**config.mk**
```make
export PLATFORM = sky130hd
export DESIGN_NAME = lru_cache_double_hash_index_core
export DESIGN_NICKNAME = d
export VERILOG_FILES = /design/src/rtl/core/lruc_pkg.sv /design/src/rtl/core/lruc_modu.sv /design/src/rtl/core/lru_cache_double_hash_index_core.sv
export SDC_FILE = /design/constraint.sdc
export NUM_CORES = 2
export LEC_CHECK = 0
export BUFFER_PORTS_ARGS = -buffer_cell sky130_fd_sc_hd__buf_4
export CAP_MARGIN = 20
export CORE_ASPECT_RATIO = 0.5
export CORE_MARGIN = 3
export CORE_UTILIZATION = 65
export DETAILED_ROUTE_END_ITERATION = 10
export PLACE_DENSITY = 0.82
export SLEW_MARGIN = 20
export SYNTH_ARGS = -nofsm -noshare
export SYNTH_HDL_FRONTEND = slang
export SYNTH_SLANG_ARGS = --single-unit
```
**constraint.sdc**
```tcl
create_clock -name clk -period 12.85 [get_ports clk]
set_input_delay 0.6425 -clock clk [delete_from_list [all_inputs] [get_ports clk]]
set_output_delay 0.6425 -clock clk [all_outputs]
set_load 0.01 [all_outputs]
```
**src/rtl/core/lruc_pkg.sv**
```systemverilog
package lruc_pkg;

	localparam int unsigned TableDepth = 32;
	localparam int unsigned SlotW = 5;
	localparam int unsigned IdW = 20;
	localparam int unsigned RankW = 5;
	localparam int unsigned MaxCapacity = 16;
	localparam int unsigned KeyW = 24;

	localparam logic [0:0] RegCapacity = 1'b0;
	localparam logic [0:0] RegTableSize = 1'b1;

	typedef struct packed {
		logic [IdW-1:0] id;
		logic [RankW-1:0] rank;
	} slot_t;

	typedef struct packed {
		logic hit;
		logic [RankW-1:0] rank;
		logic evicted;
		logic [IdW-1:0] evicted_id;
	} result_t;

endpackage

```
**src/rtl/core/lruc_modu.sv**
```systemverilog
module lruc_modu (
	input  logic clk,
	input  logic arst_n,
	input  logic start,
	input  logic [lruc_pkg::KeyW-1:0] key,
	input  logic [lruc_pkg::SlotW:0] t,
	output logic done,
	output logic [lruc_pkg::SlotW-1:0] h1,
	output logic [lruc_pkg::SlotW-1:0] h2
);

	// restoring remainder, one bit per cycle, for mod t and mod t-1
	logic [lruc_pkg::KeyW-1:0] key_q;
	logic [lruc_pkg::SlotW:0] r1_q, r2_q;
	logic [4:0] cnt_q;
	logic busy_q;
	logic [lruc_pkg::SlotW+1:0] s1, s2;
	logic [lruc_pkg::SlotW:0] tm1;

	assign tm1 = t - 6'd1;
	assign s1 = {r1_q, key_q[lruc_pkg::KeyW-1]};
	assign s2 = {r2_q, key_q[lruc_pkg::KeyW-1]};

	always_ff @(posedge clk or negedge arst_n) begin
		if (!arst_n) begin
			busy_q <= 1'b0;
			done <= 1'b0;
			cnt_q <= '0;
		end else begin
			done <= 1'b0;
			if (start) begin
				busy_q <= 1'b1;
				key_q <= key;
				r1_q <= '0;
				r2_q <= '0;
				cnt_q <= 5'(lruc_pkg::KeyW);
			end else if (busy_q) begin
				key_q <= key_q << 1;
				r1_q <= (s1 >= {1'b0, t}) ? 6'(s1 - {1'b0, t}) : s1[lruc_pkg::SlotW:0];
				r2_q <= (s2 >= {1'b0, tm1}) ? 6'(s2 - {1'b0, tm1}) : s2[lruc_pkg::SlotW:0];
				cnt_q <= cnt_q - 5'd1;
				if (cnt_q == 5'd1) begin
					busy_q <= 1'b0;
					done <= 1'b1;
				end
			end
		end
	end

	assign h1 = r1_q[lruc_pkg::SlotW-1:0];
	assign h2 = 5'(r2_q + 6'd1);

endmodule

```
**src/rtl/core/lru_cache_double_hash_index_core.sv**
```systemverilog
// LRU cache index in a double-hashed table of up to 31 slots. One id enters at a
// time and its result word comes out before the next id is taken: the key is formed,
// both hash remainders are found (one key bit a cycle), up to table_size probes of
// the slot memory run (each a read then a compare, plus a stop) and as many flag
// checks find a free slot, an aging sweep runs through all 32 slots (read, then
// modify and write back), a second sweep tombstones when an eviction occurs, and
// the result is stored, after which the output may stall. ids and ranks live in a
// synchronous memory; used and tombstone flags are flip-flops cleared at reset.
module lru_cache_double_hash_index_core (
	input  logic clk,
	input  logic arst_n,
	input  logic s_axis_tvalid,
	output logic s_axis_tready,
	input  logic [23:0] s_axis_tdata, // id_digits[19:0], zero fill
	output logic m_axis_tvalid,
	input  logic m_axis_tready,
	output logic [31:0] m_axis_tdata, // hit, rank[4:0], evicted, evicted_id[19:0], zero fill
	input  logic cfg_we,
	input  logic [0:0] cfg_index,
	input  logic [4:0] cfg_data
);

	typedef enum logic [3:0] {
		IDLE, KEY, HASH, PREAD, PCHK, INS_READ, AREAD, AMOD, EREAD, EMOD,
		FINISH, OUT
	} state_t;

	localparam int unsigned SW = lruc_pkg::SlotW;
	localparam int unsigned TableDepth_m1 = lruc_pkg::TableDepth - 1;

	state_t state_q;
	logic [4:0] cap_q, tsize_q;
	logic [lruc_pkg::IdW-1:0] id_q;
	logic [lruc_pkg::KeyW-1:0] key_q;
	logic [SW:0] t_q;
	logic [SW-1:0] cap_eff;
	logic [SW:0] t_eff;
	logic [SW-1:0] h1, h2, h1_q, h2_q, pos_q, ins_q, sw_q;
	logic [SW:0] j_q;
	logic ins_ok_q, best_ok_q, hit_q;
	logic [lruc_pkg::RankW-1:0] r_q, best_rank_q;
	logic [lruc_pkg::IdW-1:0] best_id_q;
	logic [TableDepth_m1:0] used_q, tomb_q;
	lruc_pkg::slot_t mem [lruc_pkg::TableDepth];
	lruc_pkg::slot_t rd_s1, wr_d;
	logic [SW-1:0] addr;
	logic we;
	logic mod_start, mod_done;
	lruc_pkg::result_t res_q;
	logic [SW:0] nxt;
	logic [lruc_pkg::RankW-1:0] bumped;

	always_comb begin
		cap_eff = (cap_q == 5'd0) ? 5'd1 : (cap_q > 5'(lruc_pkg::MaxCapacity)) ?
			5'(lruc_pkg::MaxCapacity) : cap_q;
		t_eff = (tsize_q < 5'd3) ? 6'd3 : {1'b0, tsize_q};
	end

	function automatic logic [lruc_pkg::KeyW-1:0] make_key(input logic [19:0] d);
		logic [lruc_pkg::KeyW-1:0] k;
		k = '0;
		for (int i = 4; i >= 0; i--)
			k = 24'(k * 24'd31) + 24'({1'b0, d[4*i +: 4]} + 5'd1);
		return k;
	endfunction

	lruc_modu u_mod (
		.clk(clk), .arst_n(arst_n), .start(mod_start), .key(key_q), .t(t_q),
		.done(mod_done), .h1(h1), .h2(h2)
	);

	always_ff @(posedge clk) begin
		if (we) mem[addr] <= wr_d;
		rd_s1 <= mem[addr];
	end

	// (pos + h2) mod t, both below t
	assign nxt = {1'b0, pos_q} + {1'b0, h2_q};
	assign bumped = (rd_s1.rank == 5'd31) ? 5'd31 : 5'(rd_s1.rank + 5'd1);

	always_comb begin
		addr = pos_q;
		we = 1'b0;
		wr_d = rd_s1;
		unique case (state_q)
			AREAD, EREAD: addr = sw_q;
			AMOD: begin
				addr = sw_q;
				if (hit_q) begin
					if (sw_q == pos_q) begin
						we = 1'b1; wr_d.rank = 5'd1;
					end else if (used_q[sw_q] && !tomb_q[sw_q] && rd_s1.rank < r_q) begin
						we = 1'b1; wr_d.rank = bumped;
					end
				end else if (!(ins_ok_q && sw_q == ins_q) && used_q[sw_q] && !tomb_q[sw_q]) begin
					we = 1'b1; wr_d.rank = bumped;
				end
			end
			EMOD: begin
				addr = sw_q;
				if (!(ins_ok_q && sw_q == ins_q) && used_q[sw_q] && !tomb_q[sw_q]
					&& rd_s1.rank > cap_eff) begin
					we = 1'b1; wr_d.rank = 5'd0;
				end
			end
			FINISH: begin
				addr = ins_q;
				we = ins_ok_q && !hit_q;
				wr_d.id = id_q; wr_d.rank = 5'd1;
			end
			default: addr = pos_q;
		endcase
	end

	assign mod_start = (state_q == KEY);
	assign s_axis_tready = (state_q == IDLE);
	assign m_axis_tvalid = (state_q == OUT);
	assign m_axis_tdata = {5'd0, res_q.evicted_id, res_q.evicted, res_q.rank, res_q.hit};

	always_ff @(posedge clk or negedge arst_n) begin
		if (!arst_n) begin
			state_q <= IDLE;
			cap_q <= 5'd8;
			tsize_q <= 5'd17;
			used_q <= '0;
			tomb_q <= '0;
		end else begin
			if (cfg_we) begin
				if (cfg_index == lruc_pkg::RegCapacity) cap_q <= cfg_data;
				else tsize_q <= cfg_data;
			end
			unique case (state_q)
				IDLE: if (s_axis_tvalid) begin
					id_q <= s_axis_tdata[19:0];
					key_q <= make_key(s_axis_tdata[19:0]);
					t_q <= t_eff;
					state_q <= KEY;
				end
				KEY: state_q <= HASH;
				HASH: if (mod_done) begin
					h1_q <= h1; h2_q <= h2; pos_q <= h1; j_q <= '0;
					hit_q <= 1'b0; state_q <= PREAD;
				end
				PREAD: begin
					if (j_q == t_q || !used_q[pos_q]) begin
						pos_q <= h1_q; j_q <= '0; state_q <= INS_READ;
					end else state_q <= PCHK;
				end
				PCHK: begin
					if (rd_s1.id == id_q) begin
						if (!tomb_q[pos_q]) begin
							hit_q <= 1'b1; r_q <= rd_s1.rank; sw_q <= '0;
							state_q <= AREAD;
						end else begin
							pos_q <= h1_q; j_q <= '0; state_q <= INS_READ;
						end
					end else begin
						pos_q <= (nxt >= t_q) ? SW'(nxt - t_q) : nxt[SW-1:0];
						j_q <= j_q + 6'd1;
						state_q <= PREAD;
					end
				end
				INS_READ: begin
					// free-slot search uses only the flags
					if (j_q == t_q) begin
						ins_ok_q <= 1'b0; sw_q <= '0; best_ok_q <= 1'b0; state_q <= AREAD;
					end else if (!used_q[pos_q] || tomb_q[pos_q]) begin
						ins_ok_q <= 1'b1; ins_q <= pos_q; sw_q <= '0; best_ok_q <= 1'b0;
						state_q <= AREAD;
					end else begin
						pos_q <= (nxt >= t_q) ? SW'(nxt - t_q) : nxt[SW-1:0];
						j_q <= j_q + 6'd1;
					end
				end
				AREAD: state_q <= AMOD;
				AMOD: begin
					if (!hit_q && !(ins_ok_q && sw_q == ins_q) && used_q[sw_q] && !tomb_q[sw_q]
						&& bumped > cap_eff && (!best_ok_q || bumped > best_rank_q)) begin
						best_ok_q <= 1'b1; best_rank_q <= bumped; best_id_q <= rd_s1.id;
					end
					sw_q <= sw_q + 5'd1;
					if (sw_q == 5'(TableDepth_m1)) begin
						if (hit_q) state_q <= FINISH;
						else if (best_ok_q || (!(ins_ok_q && sw_q == ins_q) && used_q[sw_q]
							&& !tomb_q[sw_q] && bumped > cap_eff)) state_q <= EREAD;
						else state_q <= FINISH;
					end else state_q <= AREAD;
				end
				EREAD: state_q <= EMOD;
				EMOD: begin
					if (!(ins_ok_q && sw_q == ins_q) && used_q[sw_q] && !tomb_q[sw_q]
						&& rd_s1.rank > cap_eff) tomb_q[sw_q] <= 1'b1;
					sw_q <= sw_q + 5'd1;
					state_q <= (sw_q == 5'(TableDepth_m1)) ? FINISH : EREAD;
				end
				FINISH: begin
					res_q.hit <= hit_q;
					res_q.rank <= hit_q ? r_q : 5'd0;
					res_q.evicted <= !hit_q && best_ok_q;
					res_q.evicted_id <= (!hit_q && best_ok_q) ? best_id_q : 20'd0;
					if (!hit_q && ins_ok_q) begin
						used_q[ins_q] <= 1'b1; tomb_q[ins_q] <= 1'b0;
					end
					state_q <= OUT;
				end
				OUT: if (m_axis_tready) state_q <= IDLE;
				default: state_q <= IDLE;
			endcase
		end
	end

endmodule

```
Word-level counts from Yosys, hierarchy flattened:

Memories as Yosys holds them, arrays and structs flattened. A register that Yosys moved wholly into a read port is not among the register bits.
Index checks and enable logic that the tools add are counted.

* add/subtract/negate cells: 19
* multipliers: 4
* order comparisons: 14
* eq/ne operators: 31
* mux-type cells: 90
* bitwise logic cells: 7
* reduce and logical (&&, ||, !) cells: 53

Operators with widths (number)
* $mux W5: 21
* $mux W32: 2
* $or A32 B32 Y32: 2
* $pmux W32 S2: 1
* $mux W6: 10
* $mux W24: 2
* $pmux W4 S12: 1
* $and A32 B32 Y32: 1
* $not A32 Y32: 1
* $pmux W5 S3: 2
* $mux W4: 7
* $mux W1: 27
* $add A4 B1 Y5 const B: 5
* $add A24 B5 Y24: 1
* $mul A23 B5 Y24 const B: 1
* $pmux W6 S4: 1
* $add A22 B5 Y23: 1
* $mul A17 B5 Y22 const B: 1
* $bmux W1 S5: 4
* $eq A20 B20 Y1: 1
* $mux W20: 1
* $pmux W5 S4: 1
* $lt A5 B6 Y1 const B: 3
* $ne A2 B2 Y1 const B: 9
* other kinds (51): 112

* register bits: 261
* bits in writable memories: 800
* output and inout port bits: 34
* memories: 1

Memory list
* mem: depth 32, width 25, rd ports 1, clocked after memory_dff 1, write ports 1, RTL line lru_cache_double_hash_index_core.sv:44 `lruc_pkg::slot_t mem [lruc_pkg::TableDepth];`

Longest topological paths before layout:

* depth in word-level cells: 11
* gate-level depth with buffers: 54

Modules after synthesis:

From an unflattened synthesis, not the netlist that was laid out.

* cell total of the unflattened synthesis: 4390
* area, all modules: 53392.5 µm²

By module, submodules not included
* lru_cache_double_hash_index_core: instances 1, cells each 4155, area each 50717.4 µm², seq. area each 30683.2 µm²
* lruc_modu: instances 1, cells each 235, area each 2675.1 µm², seq. area each 1256.2 µm²

Worst setup path after synthesis:

Ideal clock, no wire load.

* kind: in2reg
* start: in s_axis_tdata[16]
* end: reg key_q[23] in the netlist's numbering (data pin)
* library setup time: 0.268 ns
* arrival time: 13.013 ns
* path slack: -0.430 ns
* stages on the path: 49
* cell sequence: ha_1 -> xor2_1 -> inv_1 -> fa_1 -> fa_1 -> fa_1 -> inv_1 -> ha_1 -> inv_1 -> o21bai_1 -> a21oi_1 -> o21bai_1 -> xor2_1 -> xor2_1 -> ha_1 -> inv_1 -> fa_1 -> fa_1 -> (+13 left out) -> o211ai_1 -> a21bo_2 -> nor2_1 -> o21ai_0 -> nor2b_1 -> xnor2_1 -> xor2_1 -> ha_1 -> inv_1 -> fa_1 -> fa_1 -> inv_1 -> ha_1 -> and2_1 -> a22o_1 -> a31o_2 -> o41ai_1 -> xnor3_1

* word-level cells in the longest chain between the ends: 9

Ends and longest elaborated chain
* start: declaration: RTL line lru_cache_double_hash_index_core.sv:14 `input logic [23:0] s_axis_tdata,`
* $add A4 B1 Y5: RTL line lru_cache_double_hash_index_core.sv:63 `k = 24'(k * 24'd31) + 24'({1'b0, d[4*i +: 4]} + 5'd1);`
* $mul A5 B5 Y10: RTL line lru_cache_double_hash_index_core.sv:63
* $add A10 B5 Y11: RTL line lru_cache_double_hash_index_core.sv:63
* $mul A11 B5 Y16: RTL line lru_cache_double_hash_index_core.sv:63
* $add A16 B5 Y17: RTL line lru_cache_double_hash_index_core.sv:63
* $mul A17 B5 Y22: RTL line lru_cache_double_hash_index_core.sv:63
* $add A22 B5 Y23: RTL line lru_cache_double_hash_index_core.sv:63
* $mul A23 B5 Y24: RTL line lru_cache_double_hash_index_core.sv:63
* $add A24 B5 Y24: RTL line lru_cache_double_hash_index_core.sv:63
* end signal: assignment: RTL line lru_cache_double_hash_index_core.sv:135 `key_q <= make_key(s_axis_tdata[19:0]);`
* end: declaration: RTL line lru_cache_double_hash_index_core.sv:34 `logic [lruc_pkg::KeyW-1:0] key_q;`

Every way passes these cells.
A chain may end at the register's enable or synchronous reset.

Worst setup path after layout:

Same ends and word-level chain as after synthesis.

==> results.md <==
- Outcome: complete, no violations
- Max-slew violation count: 0
- Transition time at the pin with the least slew margin: 1210 ps
- Crit path max-delay cell type: sky130_fd_sc_hd__fa_1
- Routed WL per cell: 30.55 um
- Number of vias after detailed routing: 32,551
- Clock transition at path regs: 60 ps
- Number of antenna violations at the first check in global routing: 5
- Most common flop cell mapped by yosys: sky130_fd_sc_hd__edfxtp_1
- Post-synthesis cell area: 0.05238 mm2
- Post-route core utilization: 74.40%
- Maximum number of pins on one net before global-route repair: 170
- HPWL after detailed placement: 77,870 um
- Dominant cell type by count on the critical path: sky130_fd_sc_hd__fa_1
- Finished layout cell area: 0.05845 mm2
- Crit path largest cell delay: 550 ps
- Area overhead of the layout relative to synthesis: 11.58%
- Top Ports: 69
- Max-capacitance violation count: 0
- Period Utilization, post-route: 96.19%
- CP startpoint kind: input pin
- Placed inst area: 0.05524 mm2
- F_max: 80.90 MHz
- Routed Wire Length: 143,000 um
- Critical Path RT: 13,260 ps
- Path type of the worst min-delay path: input pin to register
- Port bufs: 59
- Largest fanout on the critical path: 5
- Clock root cell: sky130_fd_sc_hd__clkbuf_16
- Area of the core region: 0.07856 mm2
- Die boundary height: 206.7 um
- Level count of the clock H-tree: 3
- Crit end category: register
- Relative slew slack: 19.12%
- Deepest clock path buffer count: 3
- Residual antenna-violating net count after detailed routing: 0
- Count of routing violations after the opening detailed-route iteration: 5,375
- Sum of negative setup slack: 0 ps
- Total congestion overflow: 0
- Number of nets in the layout: 3,910
- Wire length of the first global-routing pass: 213,500 um
- Post-route clock skew: 34.18 ps
- FFs w/ async S/R, synth: 7.827%
- Synth cell types: 83
- Post-synth EDFFs: 976
- Vias in the first global route: 33,216
- Routability Congestion: 0.8928
- Number of cell rows: 72
- Layout cell share with drive strength beyond 1: 20.56%
- Detailed-router iteration count before antenna repair: 6
- Final worst-path setup slack: 489.5 ps
- Final-layout fill cell count: 4,273
- Worst-skew pair later-pin latency: 690 ps
- CTS tree: yes
- Total die area: 0.08424 mm2
- Final hold violation count: 0
- Starting utilization of the core area: 66.68%
- Setup WS pre-CTS: -197.5 ps
- Average vias per placed instance: 6.955
- Cells after synthesis: 3,350
- Count of yosys warnings during synthesis: 0
- Seq/Total Area, Yosys: 60.97%
- Classification of the worst setup path: input pin to register
- DRC violation count after routing: 0
- Number of buffers inserted during clock tree synthesis: 89
- Per-instance average area after synthesis: 15.64 um2
- Final period demand of the worst path: 12,360 ps
- Arrival time at the worst endpoint: 12,770 ps
- Die width: 407.5 um
- Synthesis-stage register bit count: 1,086
- Number of clock sinks: 1,086
- Number of setup violations in the final report: 0
- Gr usage total: 34.49%
flip-flops by register name (all words and copies together), names as in the netlist, 4 cells and up:
name	flops
pos_q	5
r_q	5
m_axis_tdata	27
sw_q	5
cap_q	5
h2_q	5
mem	800
best_id_q	20
u_mod.cnt_q	5
best_rank_q	5
state_q	4
id_q	20
tomb_q	32
u_mod.key_q	24
h1_q	5
ins_q	5
u_mod.r1_q	6
j_q	6
rd_s1	25
t_q	5
tsize_q	5
u_mod.r2_q	6
used_q	32
key_q	24
logic make-up after synthesis:
kind of cell / synth area share (%)
AOI/OAI and AO/OA: 6.944
xor gates and xnor gates: 2.403
adders and majority gates: 10.30
buffers and inverters: 3.222
DFF: 60.97
muxes: 10.79
other: 0.007159
and+or+nand+nor: 5.355
synth_stat cells, types with 77 or more instances:
cell type / instances / share of area [%]
sky130_fd_sc_hd__nor2_1: 108 / 0.77
sky130_fd_sc_hd__fa_1: 146 / 5.6
sky130_fd_sc_hd__clkbuf_1: 90 / 0.64
sky130_fd_sc_hd__inv_1: 281 / 2.0
sky130_fd_sc_hd__nand2_1: 228 / 1.6
sky130_fd_sc_hd__a22oi_1: 109 / 1.6
sky130_fd_sc_hd__edfxtp_1: 976 / 56
sky130_fd_sc_hd__xnor2_1: 91 / 1.5
sky130_fd_sc_hd__a21oi_1: 77 / 0.74
sky130_fd_sc_hd__ha_1: 197 / 4.7
sky130_fd_sc_hd__dfrtp_1: 82 / 3.9
sky130_fd_sc_hd__mux4_2: 237 / 10
cells in the final DEF (no fill, tap or decap), drive strengths merged, types with 9 or more instances in the layout:
cell | netlist | final
edfxtp | 976 | 976
inv | 281 | 288
mux4 | 237 | 237
nand2 | 230 | 230
buf | 51 | 228
ha | 197 | 197
fa | 146 | 146
a22oi | 109 | 109
nor2 | 109 | 109
clkbuf | 91 | 109
xnor2 | 91 | 91
dfrtp | 82 | 82
o21ai | 80 | 80
a21oi | 77 | 77
a21o | 50 | 50
xor2 | 45 | 45
and2 | 35 | 35
nor3 | 35 | 35
a2111oi | 35 | 35
nand4 | 34 | 34
clkinv | 0 | 33
nand3 | 32 | 32
nand2b | 29 | 29
nor2b | 26 | 26
dfxtp | 25 | 25
a211oi | 25 | 25
o31ai | 23 | 23
mux2 | 19 | 19
o21a | 14 | 14
or2 | 14 | 14
o21bai | 13 | 13
and3 | 12 | 12
mux2i | 10 | 10
nand3b | 9 | 9
bufinv | 0 | 9
a31oi | 9 | 9
critical path, delay by kind of cell:
family,cells,cell delay (ps)
simple gates,4,650
compound gates,10,1890
fa+ha+maj,15,6590
xor+xnor,9,1640
buf+inv,14,1310
stage by stage:
| stage | cells | hold WS (ps) |
|---|---|---|
| after detailed placement | 4507 | 466.0 |
| final | 4680 | 178.6 |
| after global placement | 4507 | 449.9 |
| after floorplan | 3354 | 346.9 |
| after global routing | 4677 | 162.9 |
| after CTS | 4671 | 157.9 |
layer usage:
| metal | track usage (%) | share of wire, % | up-vias | routed length (um) |
|---|---|---|---|---|
| met3 | 11.35 | 14 | 588 | 20270 |
| met2 | 54.52 | 47 | 2643 | 66600 |
| met4 | 16.65 | 5.4 | 4 | 7774 |
| met1 | 44.00 | 34 | 16225 | 48260 |
| met5 | 0 | 0.048 | - | 68 |
| li1 | - | - | 13091 | - |
final cells by class:
type	instances	area, um2	area share (%)
Timing Repair Buffer	229	1767	3.023
Clock inverter	54	535.5	0.9163
Clock buffer	109	2354	4.027
Multi-Input combinational cell	1845	19450	33.27
Sequential cell	1086	31940	54.65
Tap cell	1073	1343	2.297
Antenna cell	3	7.507	0.01284
Inverter	281	1055	1.805
path summary, 6_finish.rpt:
check	from	end	slack [ps]	depth (start not counted)
worst max register to register	sw_q[0]	mem[4][19]	7460	9
max in group asynchronous	arst_n	tomb_q[14]	11020	3
worst min-delay path	s_axis_tdata[14]	id_q[14]	180	1
worst max-delay path	s_axis_tdata[16]	key_q[23]	490	52
min in group asynchronous	arst_n	used_q[2]	490	2
worst min register to register	used_q[6]	used_q[6]	480	1
timing repair:
action / 4_1_cts / 5_1_grt
endpoints found under the setup margin: 0 / 2
buffers inserted: 0 / 4
resized for setup: 0 / 40
endpoints found under the hold margin: 19 / 0
hold buffers: 1 / 0
Power is left out: the tool's default activity adds up to more than one toggle a clock period on the data nets, which glitch-free logic cannot reach.
